File: src/rtl/assert_macros.svh
// ----------------------------------------------------------------------------
// Assertion macros
// Shared concurrent assertion forms. Each one is sampled on clk and
// switched off while arst_n is low.
// ----------------------------------------------------------------------------
`ifndef ASSERT_MACROS_SVH
`define ASSERT_MACROS_SVH

// Check an implication on every rising clock edge outside reset.
`define ASSERT_CLK(lbl, prop, msg) \
	lbl: assert property (@(posedge clk) disable iff (!arst_n) prop) else $error(msg);

// Check that a condition never holds at a rising clock edge outside reset.
`define ASSERT_NEVER(lbl, cond, msg) \
	lbl: assert property (@(posedge clk) disable iff (!arst_n) !(cond)) else $error(msg);

`endif

File: src/rtl/cbc_pkg.sv
// ----------------------------------------------------------------------------
// Coverage bounds and CRC package
// Field widths, register indexes, the configuration record and the
// byte-wide CRC-32 step.
// ----------------------------------------------------------------------------
package cbc_pkg;

	localparam int ORIGIN_W   = 12;
	localparam int ORIGIN_MAX = (1 << ORIGIN_W) - 1;
	localparam int CFG_DIM_W  = 13;
	localparam int PIX_W      = 8;
	localparam int OUT_W      = 13;
	localparam int CRC_W      = 32;

	localparam logic [PIX_W-1:0] PIX_FULL = 8'hFF;
	localparam logic [CRC_W-1:0] CRC_POLY = 32'hEDB8_8320;

	typedef enum logic [1:0] {
		CFG_ORIGIN_X = 2'd0,
		CFG_ORIGIN_Y = 2'd1,
		CFG_WIDTH    = 2'd2,
		CFG_HEIGHT   = 2'd3
	} cfg_idx_t;

	typedef struct packed {
		logic [ORIGIN_W-1:0]  origin_x;
		logic [ORIGIN_W-1:0]  origin_y;
		logic [CFG_DIM_W-1:0] width;
		logic [CFG_DIM_W-1:0] height;
	} cfg_t;

	// Reflected CRC-32, one byte, with inversion on entry and exit.
	function automatic logic [CRC_W-1:0] crc32_byte(input logic [CRC_W-1:0] crc,
		input logic [PIX_W-1:0] b);
		logic [CRC_W-1:0] r;
		r = ~crc ^ {{(CRC_W-PIX_W){1'b0}}, b};
		for (int i = 0; i < PIX_W; i++) begin
			r = r[0] ? ((r >> 1) ^ CRC_POLY) : (r >> 1);
		end
		return ~r;
	endfunction

endpackage

File: src/rtl/coverage_bounds_and_crc.sv
// ----------------------------------------------------------------------------
// Coverage bounds and CRC
// Bounding box, solid flag and CRC-32 of the nonzero pixels of one glyph
// bitmap streamed in raster order.
// ----------------------------------------------------------------------------
// Channel   Direction  Handshake            Payload
// in        sink       in_valid / in_stall  coverage
// out       source     out_valid / out_stall box_*, has_solid, pixel_crc
// cfg       sink       cfg_valid / cfg_ready cfg_index, cfg_data
//
// One pixel item per cycle while in_stall is low; after its last pixel is
// accepted, a bitmap's result goes through the input and output registers.
// Per pixel: a byte CRC step plus one add and compare per box edge.
// Reset clears counts and flags; the next pixel then opens a new bitmap.
// A waiting result stalls the input only when a bitmap's last pixel needs
// the output register; other pixels keep flowing while a result waits.
// ----------------------------------------------------------------------------
`include "assert_macros.svh"

module coverage_bounds_and_crc #(
	parameter int MAX_DIM = 4096
) (
	input  logic                           clk,
	input  logic                           arst_n,
	input  logic                           in_valid,
	output logic                           in_stall,
	input  logic [cbc_pkg::PIX_W-1:0]      coverage,
	output logic                           out_valid,
	input  logic                           out_stall,
	output logic [cbc_pkg::OUT_W-1:0]      box_left,
	output logic [cbc_pkg::OUT_W-1:0]      box_top,
	output logic [cbc_pkg::OUT_W-1:0]      box_width,
	output logic [cbc_pkg::OUT_W-1:0]      box_height,
	output logic                           has_solid,
	output logic [cbc_pkg::CRC_W-1:0]      pixel_crc,
	input  logic                           cfg_valid,
	output logic                           cfg_ready,
	input  cbc_pkg::cfg_idx_t              cfg_index,
	input  logic [cbc_pkg::CFG_DIM_W-1:0]  cfg_data
);
	import cbc_pkg::*;

	localparam int DIM_W   = $clog2(MAX_DIM + 1);
	localparam int COORD_W = $clog2(ORIGIN_MAX + MAX_DIM + 1);

	function automatic logic [DIM_W-1:0] eff_dim(input logic [CFG_DIM_W-1:0] v);
		if (v == '0)
			return DIM_W'(1);
		else if ({1'b0, v} > (CFG_DIM_W+1)'(MAX_DIM))
			return DIM_W'(MAX_DIM);
		else
			return DIM_W'(v);
	endfunction

	cfg_t cfg;

	cbc_cfg_regs u_cfg (
		.clk       (clk),
		.arst_n    (arst_n),
		.cfg_valid (cfg_valid),
		.cfg_ready (cfg_ready),
		.cfg_index (cfg_index),
		.cfg_data  (cfg_data),
		.cfg       (cfg)
	);

	// input register
	logic             valid_s1;
	logic [PIX_W-1:0] pix_s1;

	// bitmap state
	logic [DIM_W-1:0]   col_cnt_q, row_cnt_q;
	logic [COORD_W-1:0] min_col_q, min_row_q, max_col_end_q, max_row_end_q;
	logic [CRC_W-1:0]   crc_q;
	logic               solid_q, row_has_q;

	// result register
	logic               out_valid_q;
	logic [OUT_W-1:0]   box_left_q, box_top_q, box_width_q, box_height_q;
	logic               has_solid_q;
	logic [CRC_W-1:0]   pixel_crc_q;

	logic [DIM_W-1:0]   eff_w, eff_h, col_next, row_next;
	logic               start, nz, row_end, last, out_free, s1_fire;
	logic [COORD_W-1:0] col, row, col_end, row_end_c;
	logic [COORD_W-1:0] base_min_col, base_min_row, base_max_col, base_max_row;
	logic [COORD_W-1:0] new_min_col, new_min_row, new_max_col, new_max_row;
	logic [COORD_W-1:0] x2, y2, span_x, span_y;
	logic [CRC_W-1:0]   base_crc, new_crc;
	logic               base_solid, base_row_has, new_solid, new_row_has;

	always_comb begin
		eff_w = eff_dim(cfg.width);
		eff_h = eff_dim(cfg.height);
		start = (col_cnt_q == '0) && (row_cnt_q == '0);

		// a new bitmap starts from fresh bounds
		base_min_col = start ? (COORD_W'(cfg.origin_x) + COORD_W'(eff_w)) : min_col_q;
		base_min_row = start ? (COORD_W'(cfg.origin_y) + COORD_W'(eff_h)) : min_row_q;
		base_max_col = start ? '0 : max_col_end_q;
		base_max_row = start ? '0 : max_row_end_q;
		base_crc     = start ? '0 : crc_q;
		base_solid   = start ? 1'b0 : solid_q;
		base_row_has = start ? 1'b0 : row_has_q;

		nz      = (pix_s1 != '0);
		col     = COORD_W'(cfg.origin_x) + COORD_W'(col_cnt_q);
		col_end = col + COORD_W'(1);

		new_min_col = (nz && (col < base_min_col)) ? col : base_min_col;
		new_max_col = (nz && (col_end > base_max_col)) ? col_end : base_max_col;
		new_crc     = nz ? crc32_byte(base_crc, pix_s1) : base_crc;
		new_solid   = base_solid | (pix_s1 == PIX_FULL);
		new_row_has = base_row_has | nz;

		col_next  = col_cnt_q + DIM_W'(1);
		row_end   = (col_next >= eff_w);
		row       = COORD_W'(cfg.origin_y) + COORD_W'(row_cnt_q);
		row_end_c = row + COORD_W'(1);

		new_min_row = (row_end && new_row_has && (row < base_min_row)) ? row : base_min_row;
		new_max_row = (row_end && new_row_has && (row_end_c > base_max_row)) ?
			row_end_c : base_max_row;

		row_next = row_cnt_q + DIM_W'(1);
		last     = row_end && (row_next >= eff_h);

		// clamp far edges to the near edges
		x2     = (new_max_col < new_min_col) ? new_min_col : new_max_col;
		y2     = (new_max_row < new_min_row) ? new_min_row : new_max_row;
		span_x = x2 - new_min_col;
		span_y = y2 - new_min_row;

		out_free = !out_valid_q || !out_stall;
		s1_fire  = valid_s1 && (!last || out_free);
	end

	// hold the input only when the last pixel waits for the result slot
	assign in_stall = valid_s1 && !s1_fire;

	always_ff @(posedge clk or negedge arst_n) begin
		if (!arst_n) begin
			valid_s1 <= 1'b0;
		end else if (!in_stall) begin
			valid_s1 <= in_valid;
		end
	end

	always_ff @(posedge clk) begin
		if (in_valid && !in_stall) begin
			pix_s1 <= coverage;
		end
	end

	always_ff @(posedge clk or negedge arst_n) begin
		if (!arst_n) begin
			col_cnt_q     <= '0;
			row_cnt_q     <= '0;
			min_col_q     <= COORD_W'(1);
			min_row_q     <= COORD_W'(1);
			max_col_end_q <= '0;
			max_row_end_q <= '0;
			crc_q         <= '0;
			solid_q       <= 1'b0;
			row_has_q     <= 1'b0;
		end else if (s1_fire) begin
			min_col_q     <= new_min_col;
			min_row_q     <= new_min_row;
			max_col_end_q <= new_max_col;
			max_row_end_q <= new_max_row;
			crc_q         <= new_crc;
			solid_q       <= new_solid;
			row_has_q     <= row_end ? 1'b0 : new_row_has;
			col_cnt_q     <= row_end ? '0 : col_next;
			if (row_end) begin
				row_cnt_q <= last ? '0 : row_next;
			end
		end
	end

	always_ff @(posedge clk or negedge arst_n) begin
		if (!arst_n) begin
			out_valid_q <= 1'b0;
		end else if (s1_fire && last) begin
			out_valid_q <= 1'b1;
		end else if (!out_stall) begin
			out_valid_q <= 1'b0;
		end
	end

	always_ff @(posedge clk) begin
		if (s1_fire && last) begin
			box_left_q   <= new_min_col[OUT_W-1:0];
			box_top_q    <= new_min_row[OUT_W-1:0];
			box_width_q  <= span_x[OUT_W-1:0];
			box_height_q <= span_y[OUT_W-1:0];
			has_solid_q  <= new_solid;
			pixel_crc_q  <= new_crc;
		end
	end

	assign out_valid  = out_valid_q;
	assign box_left   = box_left_q;
	assign box_top    = box_top_q;
	assign box_width  = box_width_q;
	assign box_height = box_height_q;
	assign has_solid  = has_solid_q;
	assign pixel_crc  = pixel_crc_q;

	`ASSERT_NEVER(a_stall_needs_item, in_stall && !valid_s1, "stall with empty input register")
	`ASSERT_CLK(a_last_gives_result, (s1_fire && last) |=> out_valid, "last pixel gave no result")
	`ASSERT_CLK(a_counts_clear, (s1_fire && last) |=> (col_cnt_q == '0 && row_cnt_q == '0), "counts not cleared after bitmap")
	`ASSERT_CLK(a_box_empty_both, out_valid |-> ((box_width == '0) == (box_height == '0)), "box empty in one axis only")

endmodule

File: src/rtl/cbc_cfg_regs.sv
// ----------------------------------------------------------------------------
// Configuration registers
// Holds origin and bitmap dimensions; one write per cycle, always ready.
// ----------------------------------------------------------------------------
module cbc_cfg_regs (
	input  logic                           clk,
	input  logic                           arst_n,
	input  logic                           cfg_valid,
	output logic                           cfg_ready,
	input  cbc_pkg::cfg_idx_t              cfg_index,
	input  logic [cbc_pkg::CFG_DIM_W-1:0]  cfg_data,
	output cbc_pkg::cfg_t                  cfg
);
	import cbc_pkg::*;

	cfg_t cfg_q;

	assign cfg_ready = 1'b1;
	assign cfg       = cfg_q;

	always_ff @(posedge clk or negedge arst_n) begin
		if (!arst_n) begin
			cfg_q.origin_x <= '0;
			cfg_q.origin_y <= '0;
			cfg_q.width    <= CFG_DIM_W'(1);
			cfg_q.height   <= CFG_DIM_W'(1);
		end else if (cfg_valid && cfg_ready) begin
			unique case (cfg_index)
				CFG_ORIGIN_X: cfg_q.origin_x <= cfg_data[ORIGIN_W-1:0];
				CFG_ORIGIN_Y: cfg_q.origin_y <= cfg_data[ORIGIN_W-1:0];
				CFG_WIDTH:    cfg_q.width    <= cfg_data;
				CFG_HEIGHT:   cfg_q.height   <= cfg_data;
				default:      ;
			endcase
		end
	end

endmodule
File: config.mk
export PLATFORM = sky130hd
export DESIGN_NAME = coverage_bounds_and_crc
export DESIGN_NICKNAME = d
export VERILOG_FILES = /design/src/rtl/cbc_pkg.sv /design/src/rtl/coverage_bounds_and_crc.sv /design/src/rtl/cbc_cfg_regs.sv
export VERILOG_INCLUDE_DIRS = /design/src /design/src/rtl
export SDC_FILE = /design/constraint.sdc
export NUM_CORES = 1
export LEC_CHECK = 0
export BUFFER_PORTS_ARGS = -buffer_cell sky130_fd_sc_hd__buf_2
export CORE_MARGIN = 3
export CORE_UTILIZATION = 30
export DETAILED_ROUTE_END_ITERATION = 8
export PLACE_DENSITY = 0.57
export SLEW_MARGIN = 40
export SYNTH_ARGS = -nofsm -noshare
export SYNTH_HDL_FRONTEND = slang
export SYNTH_HIERARCHICAL = 1
export SYNTH_SLANG_ARGS = --single-unit
export TNS_END_PERCENT = 20
File: constraint.sdc
create_clock -name clk -period 10.4 [get_ports clk]
set_input_delay 0.52 -clock clk [delete_from_list [all_inputs] [get_ports clk]]
set_output_delay 0.52 -clock clk [all_outputs]
set_load 0.005 [all_outputs]
==> impl_metrics.sql, run 1 <==
INSERT INTO impl_metrics (metric_group, metric, value, unit) VALUES
('synth', 'synth_area_per_cell', '9.17', 'um2'),
('power_and_ir_drop', 'static-leakage-power', '9.71', 'nW'),
('critical_path', 'critical_path.slowest_cell', 'a2111oi_1', ''),
('synth', 'synth_top_cells_by_count', 'nand2_1 (346), ha_1 (171), dfrtp_1 (160)', ''),
('critical_path', 'worst_setup_path_start_kind', 'register', ''),
('cells_and_area', 'multiInputGateArea', '10700', 'um2'),
('floorplan', 'width_of_the_die', '253', 'um'),
('routing', 'dr.first_iter.drc_count', '1085', ''),
('critical_path', 'worst_path_dominant_cell_family', 'compound AO/OA/AOI/OAI gates', ''),
('placed_design', 'dpl.cell_count', '2834', ''),
('hold_path', 'hold_path.class', 'in2reg', ''),
('clock_tree', 'cts_tree', 'yes', ''),
('synth', 'seq_area_frac_synth', '37.7', '%'),
('floorplan', 'dieArea', '64000', 'um2'),
('power_and_ir_drop', 'p_int', '4.57', 'mW'),
('timing', 'highest_achievable_clock_rate', '0.104', 'GHz'),
('placed_design', 'placement.setup.worst_slack', '210', 'ps'),
('routing', 'routed_wl', '50700', 'um'),
('synth', 'ys_async_sr_fraction', '63.8', '%'),
('timing', 'finalWorstPathRequiredPeriod', '9650', 'ps'),
('power_and_ir_drop', 'combPwrFrac', '65.4', '%'),
('critical_path', 'worst-path-max-fanout', '13', ''),
('critical_path', 'critical_path_class', 'reg2reg', ''),
('critical_path', 'critical_path.most_common_cell', 'o21ai_0', ''),
('hold_path', 'whs_path_depth', '1', ''),
('run', 'drv.max_cap_violation_count', '0', ''),
('global_route', 'grt_pass1_wl', '79100', 'um'),
('floorplan', 'chipHeight', '253', 'um'),
('global_route', 'grt_remaining_overflow', '0', ''),
('timing', 'tightestPinTransition', '869', 'ps'),
('routing', 'route.detailed.vias_per_inst', '5.12', ''),
('hold_path', 'worstHoldEndpoint', 'pix_s1[3]', ''),
('synth', 'synthesis.instances', '1994', ''),
('power_and_ir_drop', 'p_sw', '3.75', 'mW'),
('placed_design', 'placed_cell_area', '19800', 'um2'),
('floorplan', 'initial_cell_density_of_the_core', '30.6', '%'),
('timing', 'finalWorstSetupSlack', '749', 'ps'),
('synth', 'synthTopCellsByArea', 'dfrtp_1 (22%), edfxtp_1 (15%), ha_1 (12%), nand2_1 (7.1%), xnor2_1 (4.1%)', ''),
('floorplan', 'row_count', '89', ''),
('timing', 'finalHoldViolCount', '0', ''),
('placed_design', 'port-buffer-count', '114', ''),
('critical_path', 'max_stage_delay', '460', 'ps'),
('timing', 'slew_viol_final', '0', ''),
('routing', 'postRouteAntennaNets', '0', ''),
('timing', 'clock_skew', '29.9', 'ps'),
('synth', 'synth_top_area_share', '21.9', '%'),
('timing', 'worst_slew_margin_rel', '41.9', '%'),
('power_and_ir_drop', 'ir_worst_vdd', '0.173', 'mV'),
('synth', 'synthFlopType', 'dfrtp_1', ''),
('hold_path', 'hold_start', 'coverage[3]', ''),
('status', 'status', 'complete, no violations', ''),
('power_and_ir_drop', 'power_frac_seq', '21.3', '%'),
('global_route', 'grt_util_all_layers', '15.3', '%'),
('global_route', 'grt_pass1_vias', '14269', ''),
('critical_path', 'setup.worst_path.end_class', 'register', ''),
('clock_tree', 'ctsRootBufferMaster', 'clkbuf_16', ''),
('clock_tree', 'inserted_clock_buffers', '30', ''),
('power_and_ir_drop', 'clkPwrFrac', '13.3', '%'),
('critical_path', 'reg_to_reg_end', 'box_width[12]', ''),
('global_route', 'antenna_found_initial', '8', ''),
('power_and_ir_drop', 'power_density', '395', 'nW/um2'),
('synth', 'synth_nets', '2199', ''),
('floorplan', 'ios', '116', ''),
('routing', 'drt_first_pass_iters', '5', ''),
('clock_tree', 'cts.sink_count', '257', ''),
('clock_tree', 'cts.clk_slew.worst_paths', '60', 'ps'),
('cells_and_area', 'drive_above_1_share', '15.9', '%'),
('synth', 'synth-warning-count', '6', ''),
('critical_path', 'regToRegSetupSlack', '750', 'ps'),
('timing', 'timing.final.setup_violations', '0', ''),
('timing', 'period_share', '92.8', '%');
## registers in the layout, summed over array words and instances (netlist names)
name / flops
out_valid: 1
box_left: 13
row_has_q: 1
max_row_end_q: 13
min_row_q: 13
crc_q: 32
has_solid: 1
row_cnt_q: 13
box_top: 13
box_width: 13
solid_q: 1
box_height: 13
pixel_crc: 32
pix_s1: 8
valid_s1: 1
min_col_q: 13
u_cfg/cfg: 50
col_cnt_q: 13
max_col_end_q: 13
## cell type report
type | instances | share of cell area (%)
multi-input cells | 1540 | 51.0
flip-flops and latches | 257 | 32.8
well taps | 773 | 4.59
repair buffers | 156 | 4.34
clock buffers | 37 | 4.08
inverters | 125 | 2.25
clock inverters | 19 | 0.898
diodes | 4 | 0.0476
## power groups by stage
stage / logic, mW / registers [mW] / clock network (mW)
6_report: 5.44 / 1.77 / 1.11
2_1_floorplan: 4.12 / 1.71 / 0
4_1_cts: 5.33 / 1.77 / 1.14
3_5_place_dp: 5.30 / 1.78 / 0
5_1_grt: 6.13 / 1.80 / 1.18
3_3_place_gp: 5.14 / 1.78 / 0
## cells by family after synthesis
logic type                 Yosys count  synth area share [%]
muxes                               97                  5.96
AOI/OAI and AO/OA                  433                  15.2
and+or+nand+nor                    683                  17.0
buffers and inverters              198                  4.39
other                                1                0.0205
adders and majority gates          179                  12.5
xor gates and xnor gates           146                  7.20
DFF                                257                  37.7
## repair_timing
action                                  CTS  global route
buffers inserted                          0            15
hold buffers                              1             0
hold endpoints to repair                 34             0
gates resized for setup                   0            26
endpoints found under the setup margin    0            12
## metrics by stage
step / util (%) / hold slack, ps
floorplan: - / 224
global placement: 33.1 / 452
detailed placement: 33.1 / 453
CTS: 34.9 / 93.3
global route: 35.3 / 104
finish: 35.3 / 129
## layer usage
layer | global-route usage [%] | vias to the layer above | routed length, um
li1 | - | 7264 | -
met1 | 21.8 | 7197 | 24000
met2 | 24.5 | 360 | 23000
met3 | 2.11 | 70 | 2510
met4 | 4.19 | 8 | 1130
met5 | 0 | - | 55
## how the worst max path moves through the flow
stage                           to  cells after the start
floorplan           box_height[12]                     50
global placement    box_height[12]                     51
detailed placement   box_width[12]                     48
CTS                  box_width[12]                     48
global route         box_width[12]                     48
finish               box_width[12]                     48
## cell usage in the layout, fill, tap and decap left out, types with 7 or more instances in the layout
master and count:
nand2_1 346, ha_1 171, dfrtp_1 160, o21ai_0 139, inv_1 124, buf_2 113, nor2_1 104, edfxtp_1 93
a21oi_1 91, xnor2_1 85, mux2_2 64, nand3_1 60, xor2_1 55, a21o_1 36, buf_4 36, clkbuf_16 32
o21a_1 29, nor3_1 25, nand2b_1 25, nor2b_1 24, mux2i_1 24, a211oi_1 19, nand4_1 19, and3_1 18
nor4_1 14, a22o_1 11, a32o_1 10, a31oi_1 9, a21boi_0 8, o21bai_1 7, or2_2 7, o21ai_1 7
mux2_4 7
No activity file was read; power rests on OpenSTA's default activity.
==> inputs of run 2 (changes only) <==
--- a/config.mk
+++ b/config.mk
@@ -10,8 +10,7 @@
 export CORE_MARGIN = 3
 export CORE_UTILIZATION = 30
 export DETAILED_ROUTE_END_ITERATION = 8
-export PLACE_DENSITY = 0.57
-export SLEW_MARGIN = 40
+export PLACE_DENSITY = 0.56
 export SYNTH_ARGS = -nofsm -noshare
 export SYNTH_HDL_FRONTEND = slang
 export SYNTH_HIERARCHICAL = 1
==> run 2 against run 1 <==
  * Fmax up 1.7%
  * Critical path depth down 1
  * Power down 0.13%
  * Design area down 0.48%
  * Sequential power barely moved
  * Critical path type unchanged
  * Critical endpoint unchanged
==> impl_metrics.sql, run 2 (synthesized netlist as in run 1, its figures left out) <==
INSERT INTO impl_metrics (metric_group, metric, value, unit) VALUES
('status', 'status', 'complete, no violations', ''),
('routing', 'wl_per_cell', '17.4', 'um'),
('floorplan', 'initial_cell_density_of_the_core', '30.6', '%'),
('global_route', 'grt_remaining_overflow', '0', ''),
('floorplan', 'ios', '116', ''),
('cells_and_area', 'design_area', '20900', 'um2'),
('power_and_ir_drop', 'power_frac_seq', '21.3', '%'),
('power_and_ir_drop', 'clkPwrFrac', '13.5', '%'),
('timing', 'unrepaired_setup_endpoints_after_global_routing', 'no', ''),
('power_and_ir_drop', 'switching_share', '44.9', '%'),
('clock_tree', 'cts_hold_repair.buffers', '0', ''),
('placed_design', 'port-buffer-count', '114', ''),
('floorplan', 'row_count', '89', ''),
('critical_path', 'worst_r2r_startpoint', 'u_cfg/cfg[24]', ''),
('critical_path', 'ff2ff_path_depth', '47', ''),
('timing', 'highest_achievable_clock_rate', '0.105', 'GHz'),
('floorplan', 'chipHeight', '253', 'um'),
('critical_path', 'required_time_at_the_worst_slack_endpoint', '10720', 'ps'),
('routing', 'postRouteAntennaNets', '0', ''),
('run', 'drv.max_cap_violation_count', '0', ''),
('timing', 'slew_viol_final', '0', ''),
('critical_path', 'critical_path_class', 'reg2reg', ''),
('clock_tree', 'insertion_delay', '590', 'ps'),
('cells_and_area', 'nFillCells', '6034', ''),
('cells_and_area', 'final-instance-count-excl-fill', '2904', ''),
('critical_path', 'reg_to_reg_end', 'box_width[12]', ''),
('clock_tree', 'inserted_clock_buffers', '30', ''),
('critical_path', 'worst_path_dominant_cell_family', 'compound AO/OA/AOI/OAI gates', ''),
('power_and_ir_drop', 'static-leakage-power', '9.68', 'nW'),
('placed_design', 'dpl.cell_count', '2834', ''),
('power_and_ir_drop', 'ir_worst_vdd', '0.198', 'mV'),
('cells_and_area', 'largest_register_ffs', '50', ''),
('clock_tree', 'cts_tree', 'yes', ''),
('routing', 'dr.first_iter.drc_count', '980', ''),
('global_route', 'grt_pass1_wl', '79400', 'um'),
('timing', 'tightestPinTransition', '1110', 'ps'),
('routing', 'dr_total_vias', '14797', ''),
('timing', 'worst_slew_margin_rel', '26.1', '%'),
('global_route', 'antenna_found_initial', '4', ''),
('cells_and_area', 'final_net_count', '2311', ''),
('power_and_ir_drop', 'combPwrFrac', '65.2', '%'),
('critical_path', 'setup.worst_path.end_class', 'register', ''),
('critical_path', 'critPathBufInv', '2', ''),
('clock_tree', 'cts-htree-levels', '1', ''),
('timing', 'fin_worst_hold_slack', '21.0', 'ps'),
('floorplan', 'dieArea', '64000', 'um2'),
('routing', 'drc', '0', ''),
('critical_path', 'worst-path-max-fanout', '13', ''),
('routing', 'route.detailed.vias_per_inst', '5.10', ''),
('clock_tree', 'cts.path.max_buffers', '3', ''),
('critical_path', 'worst_path_arrival_time', '9810', 'ps'),
('routing', 'drt_first_pass_iters', '5', ''),
('cells_and_area', 'layout_common_cells', 'nand2_1 (346), ha_1 (171), dfrtp_1 (160)', ''),
('placed_design', 'placement.setup.worst_slack', '394', 'ps'),
('critical_path', 'max_stage_delay', '440', 'ps'),
('clock_tree', 'cts.sink_count', '257', ''),
('floorplan', 'width_of_the_die', '253', 'um'),
('cells_and_area', 'synthToLayoutAreaGrowth', '14.5', '%'),
('timing', 'timing.final.setup_violations', '0', ''),
('critical_path', 'worstSetupPathDepth', '47', ''),
('floorplan', 'fp.coreArea', '59700', 'um2'),
('global_route', 'grt_util_all_layers', '15.4', '%'),
('critical_path', 'critical_path.most_common_cell', 'o21ai_0', ''),
('power_and_ir_drop', 'p_int', '4.58', 'mW'),
('timing', 'finalHoldViolCount', '0', ''),
('global_route', 'grt_max_degree', '104', ''),
('timing', 'clock_skew', '30.2', 'ps'),
('critical_path', 'regToRegSetupSlack', '910', 'ps'),
('power_and_ir_drop', 'p_sw', '3.73', 'mW'),
('timing', 'timing.setup.tns', '0', 'ps'),
('power_and_ir_drop', 'power_density', '397', 'nW/um2'),
('timing', 'period_share', '91.2', '%'),
('placed_design', 'placed_cell_area', '19700', 'um2'),
('placed_design', 'dpl.hpwl', '37900', 'um'),
('cells_and_area', 'mostFrequentLayoutCell', 'nand2_1', ''),
('routing', 'routed_wl', '50500', 'um'),
('cells_and_area', 'drive_above_1_share', '15.2', '%'),
('global_route', 'grt_pass1_vias', '14128', ''),
('timing', 'finalWorstSetupSlack', '915', 'ps'),
('hold_path', 'hold_path.class', 'in2async', ''),
('clock_tree', 'cts.clk_slew.worst_paths', '70', 'ps'),
('critical_path', 'worst_setup_path_start_kind', 'register', ''),
('clock_tree', 'ctsRootBufferMaster', 'clkbuf_16', ''),
('placed_design', 'finalWeightedCongestion', '0.861', ''),
('critical_path', 'critical_path.slowest_cell', 'a2111oi_1', ''),
('timing', 'finalWorstPathRequiredPeriod', '9490', 'ps');
-- run 2: metrics by stage --
stage	util [%]	total power, mW
final	35.1	8.31
after global routing	35.1	9.08
after CTS	34.8	8.25
after detailed placement	33.1	7.07
after global placement	33.1	6.94
after floorplan	-	5.84
-- run 2: worst max path at each step --
stage | startpoint | end | slack (ps)
6_report | u_cfg/cfg[24] | box_width[12] | 910
5_1_grt | u_cfg/cfg[1] | box_height[11] | 20
4_1_cts | u_cfg/cfg[4] | box_height[12] | 360
3_5_place_dp | u_cfg/cfg[4] | box_height[12] | 390
3_3_place_gp | u_cfg/cfg[4] | box_height[12] | 580
2_1_floorplan | col_cnt_q[0] | box_height[12] | 1040
-- run 2: layer usage --
layer	wire [um]	global-route usage [%]	share of wire, %
met1	24300	22.1	48
met2	22600	24.2	45
met3	2250	1.78	4.5
met4	1410	4.65	2.8
met5	45	0	0.089
-- run 2: repair_timing --
| action | 4_1_cts | 5_1_grt |
|---|---|---|
| gates resized for setup | 0 | 19 |
| buffers inserted | 0 | 12 |
| setup endpoints to repair | 0 | 9 |
-- run 2: power groups by stage --
stage,clock network (mW),registers (mW),logic (mW)
after detailed placement,0,1.78,5.29
after CTS,1.16,1.77,5.32
after floorplan,0,1.71,4.12
after global placement,0,1.78,5.17
final,1.13,1.77,5.42
after global routing,1.19,1.80,6.08
-- run 2: area by class of cell --
cell class              instances  area [um2]  share of cell area (%)
diodes                          1        2.50                  0.0119
clock buffers                  36         793                    3.79
clock inverters                20         248                    1.18
inverters                     125         473                    2.26
multi-input cells            1540       10700                    51.1
flip-flops and latches        257        6900                    32.9
well taps                     773         967                    4.62
repair buffers                152         866                    4.13
-- run 2: worst reg2reg max path: cells and delay by family (launching register included) --
family | cells | cell delay [ps]
adder cells (fa/ha/maj) | 6 | 1870
XOR/XNOR | 2 | 240
multiplexers | 2 | 780
AND/OR/NAND/NOR | 10 | 1240
AO/OA/AOI/OAI | 25 | 4470
flip-flops | 1 | 370
buffers and inverters | 2 | 290
==> inputs of run 3 (changes only) <==
--- a/config.mk
+++ b/config.mk
@@ -6,7 +6,8 @@
 export SDC_FILE = /design/constraint.sdc
 export NUM_CORES = 1
 export LEC_CHECK = 0
-export BUFFER_PORTS_ARGS = -buffer_cell sky130_fd_sc_hd__buf_2
+export BUFFER_PORTS_ARGS = -buffer_cell sky130_fd_sc_hd__buf_4
+export CORE_ASPECT_RATIO = 0.75
 export CORE_MARGIN = 3
 export CORE_UTILIZATION = 30
 export DETAILED_ROUTE_END_ITERATION = 8
==> run 3 against run 2 <==
  * Worst setup slack worse by 67 ps
  * Design area up 1.6%
  * Clock skew about the same
  * Critical endpoint is now box_height[12]
  * Global-route usage grew 0.99 points
  * Non-clock buffer count rose by 4
  * Count of clock-buffer cells in the layout is 1 higher
  * Worst hold slack improved by 130 ps
  * Cell count up 0.59%
  * Largest cell class unchanged
==> impl_metrics.sql, run 3 (synthesized netlist as in run 1, its figures left out) <==
INSERT INTO impl_metrics (metric_group, metric, value, unit) VALUES
('status', 'status', 'complete, no violations', ''),
('hold_path', 'hold_path.class', 'in2reg', ''),
('cells_and_area', 'drive_above_1_share', '15.3', '%'),
('cells_and_area', 'final_net_count', '2313', ''),
('floorplan', 'chipHeight', '220', 'um'),
('critical_path', 'worst-path-max-fanout', '8', ''),
('timing', 'highest_achievable_clock_rate', '0.105', 'GHz'),
('placed_design', 'placed_cell_area', '20100', 'um2'),
('clock_tree', 'inserted_clock_buffers', '29', ''),
('routing', 'dr.first_iter.drc_count', '868', ''),
('placed_design', 'placement.setup.worst_slack', '388', 'ps'),
('timing', 'tightestPinTransition', '1210', 'ps'),
('run', 'drv.max_cap_violation_count', '0', ''),
('timing', 'clock_skew', '30.1', 'ps'),
('power_and_ir_drop', 'ir_worst_vdd', '0.210', 'mV'),
('critical_path', 'worst_setup_path_start_kind', 'register', ''),
('timing', 'finalWorstPathRequiredPeriod', '9550', 'ps'),
('routing', 'routed_wl', '53300', 'um'),
('clock_tree', 'insertion_delay', '590', 'ps'),
('timing', 'unrepaired_setup_endpoints_after_global_routing', 'no', ''),
('global_route', 'grt_util_all_layers', '16.4', '%'),
('placed_design', 'port-buffer-count', '114', ''),
('cells_and_area', 'mostFrequentLayoutCell', 'nand2_1', ''),
('timing', 'timing.setup.tns', '0', 'ps'),
('timing', 'timing.final.setup_violations', '0', ''),
('critical_path', 'worst_path_arrival_time', '9880', 'ps'),
('global_route', 'grt_pass1_vias', '14786', ''),
('critical_path', 'required_time_at_the_worst_slack_endpoint', '10730', 'ps'),
('global_route', 'antenna_found_initial', '1', ''),
('clock_tree', 'cts.sink_count', '257', ''),
('cells_and_area', 'antennaDiodeCount', '0', ''),
('routing', 'drc', '0', ''),
('cells_and_area', 'design_area', '21300', 'um2'),
('power_and_ir_drop', 'static-leakage-power', '9.79', 'nW'),
('floorplan', 'initial_cell_density_of_the_core', '30.7', '%'),
('placed_design', 'finalWeightedCongestion', '0.910', ''),
('critical_path', 'critical_path_class', 'reg2reg', ''),
('routing', 'route.detailed.vias_per_inst', '5.12', ''),
('timing', 'fin_worst_hold_slack', '148', 'ps'),
('floorplan', 'row_count', '77', ''),
('critical_path', 'worst_r2r_startpoint', 'row_cnt_q[0]', ''),
('critical_path', 'max_stage_delay', '600', 'ps'),
('routing', 'drt_first_pass_iters', '6', ''),
('critical_path', 'worstSetupStartpoint', 'row_cnt_q[0]', ''),
('clock_tree', 'cts.clk_slew.worst_paths', '70', 'ps'),
('power_and_ir_drop', 'power_density', '395', 'nW/um2'),
('timing', 'finalHoldViolCount', '0', ''),
('critical_path', 'setup.worst_path.end_class', 'register', ''),
('floorplan', 'ios', '116', ''),
('placed_design', 'dpl.hpwl', '40200', 'um'),
('cells_and_area', 'largest_register_ffs', '50', ''),
('global_route', 'grt_pass1_wl', '84000', 'um'),
('routing', 'wl_per_cell', '18.2', 'um'),
('floorplan', 'fp.coreArea', '59600', 'um2'),
('critical_path', 'critical_path.most_common_cell', 'o21ai_0', ''),
('hold_path', 'hold_start', 'coverage[5]', ''),
('global_route', 'grt_remaining_overflow', '0', ''),
('timing', 'period_share', '91.9', '%'),
('floorplan', 'width_of_the_die', '291', 'um'),
('cells_and_area', 'layout_common_cells', 'nand2_1 (346), ha_1 (171), dfrtp_1 (160)', ''),
('clock_tree', 'cts.path.max_buffers', '3', ''),
('critical_path', 'critical_path.slowest_cell', 'or4_1', ''),
('timing', 'finalWorstSetupSlack', '847', 'ps'),
('timing', 'worst_slew_margin_rel', '19.7', '%'),
('clock_tree', 'ctsRootBufferMaster', 'clkbuf_16', ''),
('global_route', 'grt_max_degree', '116', ''),
('cells_and_area', 'synthToLayoutAreaGrowth', '16.3', '%'),
('routing', 'dr_total_vias', '14949', ''),
('floorplan', 'dieArea', '64000', 'um2'),
('timing', 'slew_viol_final', '0', ''),
('clock_tree', 'cts_tree', 'yes', ''),
('routing', 'postRouteAntennaNets', '0', ''),
('clock_tree', 'cts-htree-levels', '1', '');
==> run 3: final timing paths <==
kind	end	slack [ps]	cells after the start
hold reg to reg	min_col_q[0]	470	2
max in group asynchronous	crc_q[12]	7930	4
setup / recovery	box_height[12]	850	46
min in group asynchronous	col_cnt_q[6]	460	2
setup reg to reg	box_height[12]	850	46
hold / removal	pix_s1[5]	150	1
==> run 3: cell type report <==
class	instances	area (um2)
fill	6059	38400
timing repair buffer	156	1190
clock inverter	17	231
tap	790	988
inverter	125	473
sequential	257	6900
multi-input combinational	1539	10700
clock buffer	37	817
==> run 3: metrics by stage <==
step	util [%]	power [mW]	cells
final	35.7	8.40	2921
after global routing	35.7	9.21	2921
after CTS	35.4	8.37	2910
after detailed placement	33.7	7.17	2855
after global placement	33.7	7.06	2855
after floorplan	-	5.84	1994
==> run 3: power by group <==
part / internal (mW) / switching, mW / total (mW)
combinational: 2.35 / 3.15 / 5.50
clock: 0.680 / 0.453 / 1.13
sequential: 1.57 / 0.201 / 1.77
total: 4.60 / 3.81 / 8.40
==> run 3: worst max-delay path, delay by kind of cell (launching register included) <==
kind / cells / cell delay, ps
buffers and inverters: 4 / 410
multiplexers: 1 / 130
adder cells (fa/ha/maj): 6 / 1930
AND/OR/NAND/NOR: 12 / 2010
flip-flops: 1 / 510
XOR/XNOR: 3 / 580
AO/OA/AOI/OAI: 20 / 3740
==> run 3: timing repair <==
item | in CTS | in global routing
hold endpoints to repair | 43 | 0
buffers inserted | 0 | 11
gates resized for setup | 0 | 17
setup endpoints to repair | 0 | 9
hold buffers | 1 | 0
==> run 3: routing by layer <==
metal | track usage, % | routed length [um] | up-vias
met5 | 0 | 0 | -
met3 | 2.60 | 2620 | 58
met1 | 24.3 | 26800 | 7326
met2 | 25.2 | 22900 | 320
met4 | 2.94 | 944 | 0
li1 | - | - | 7245
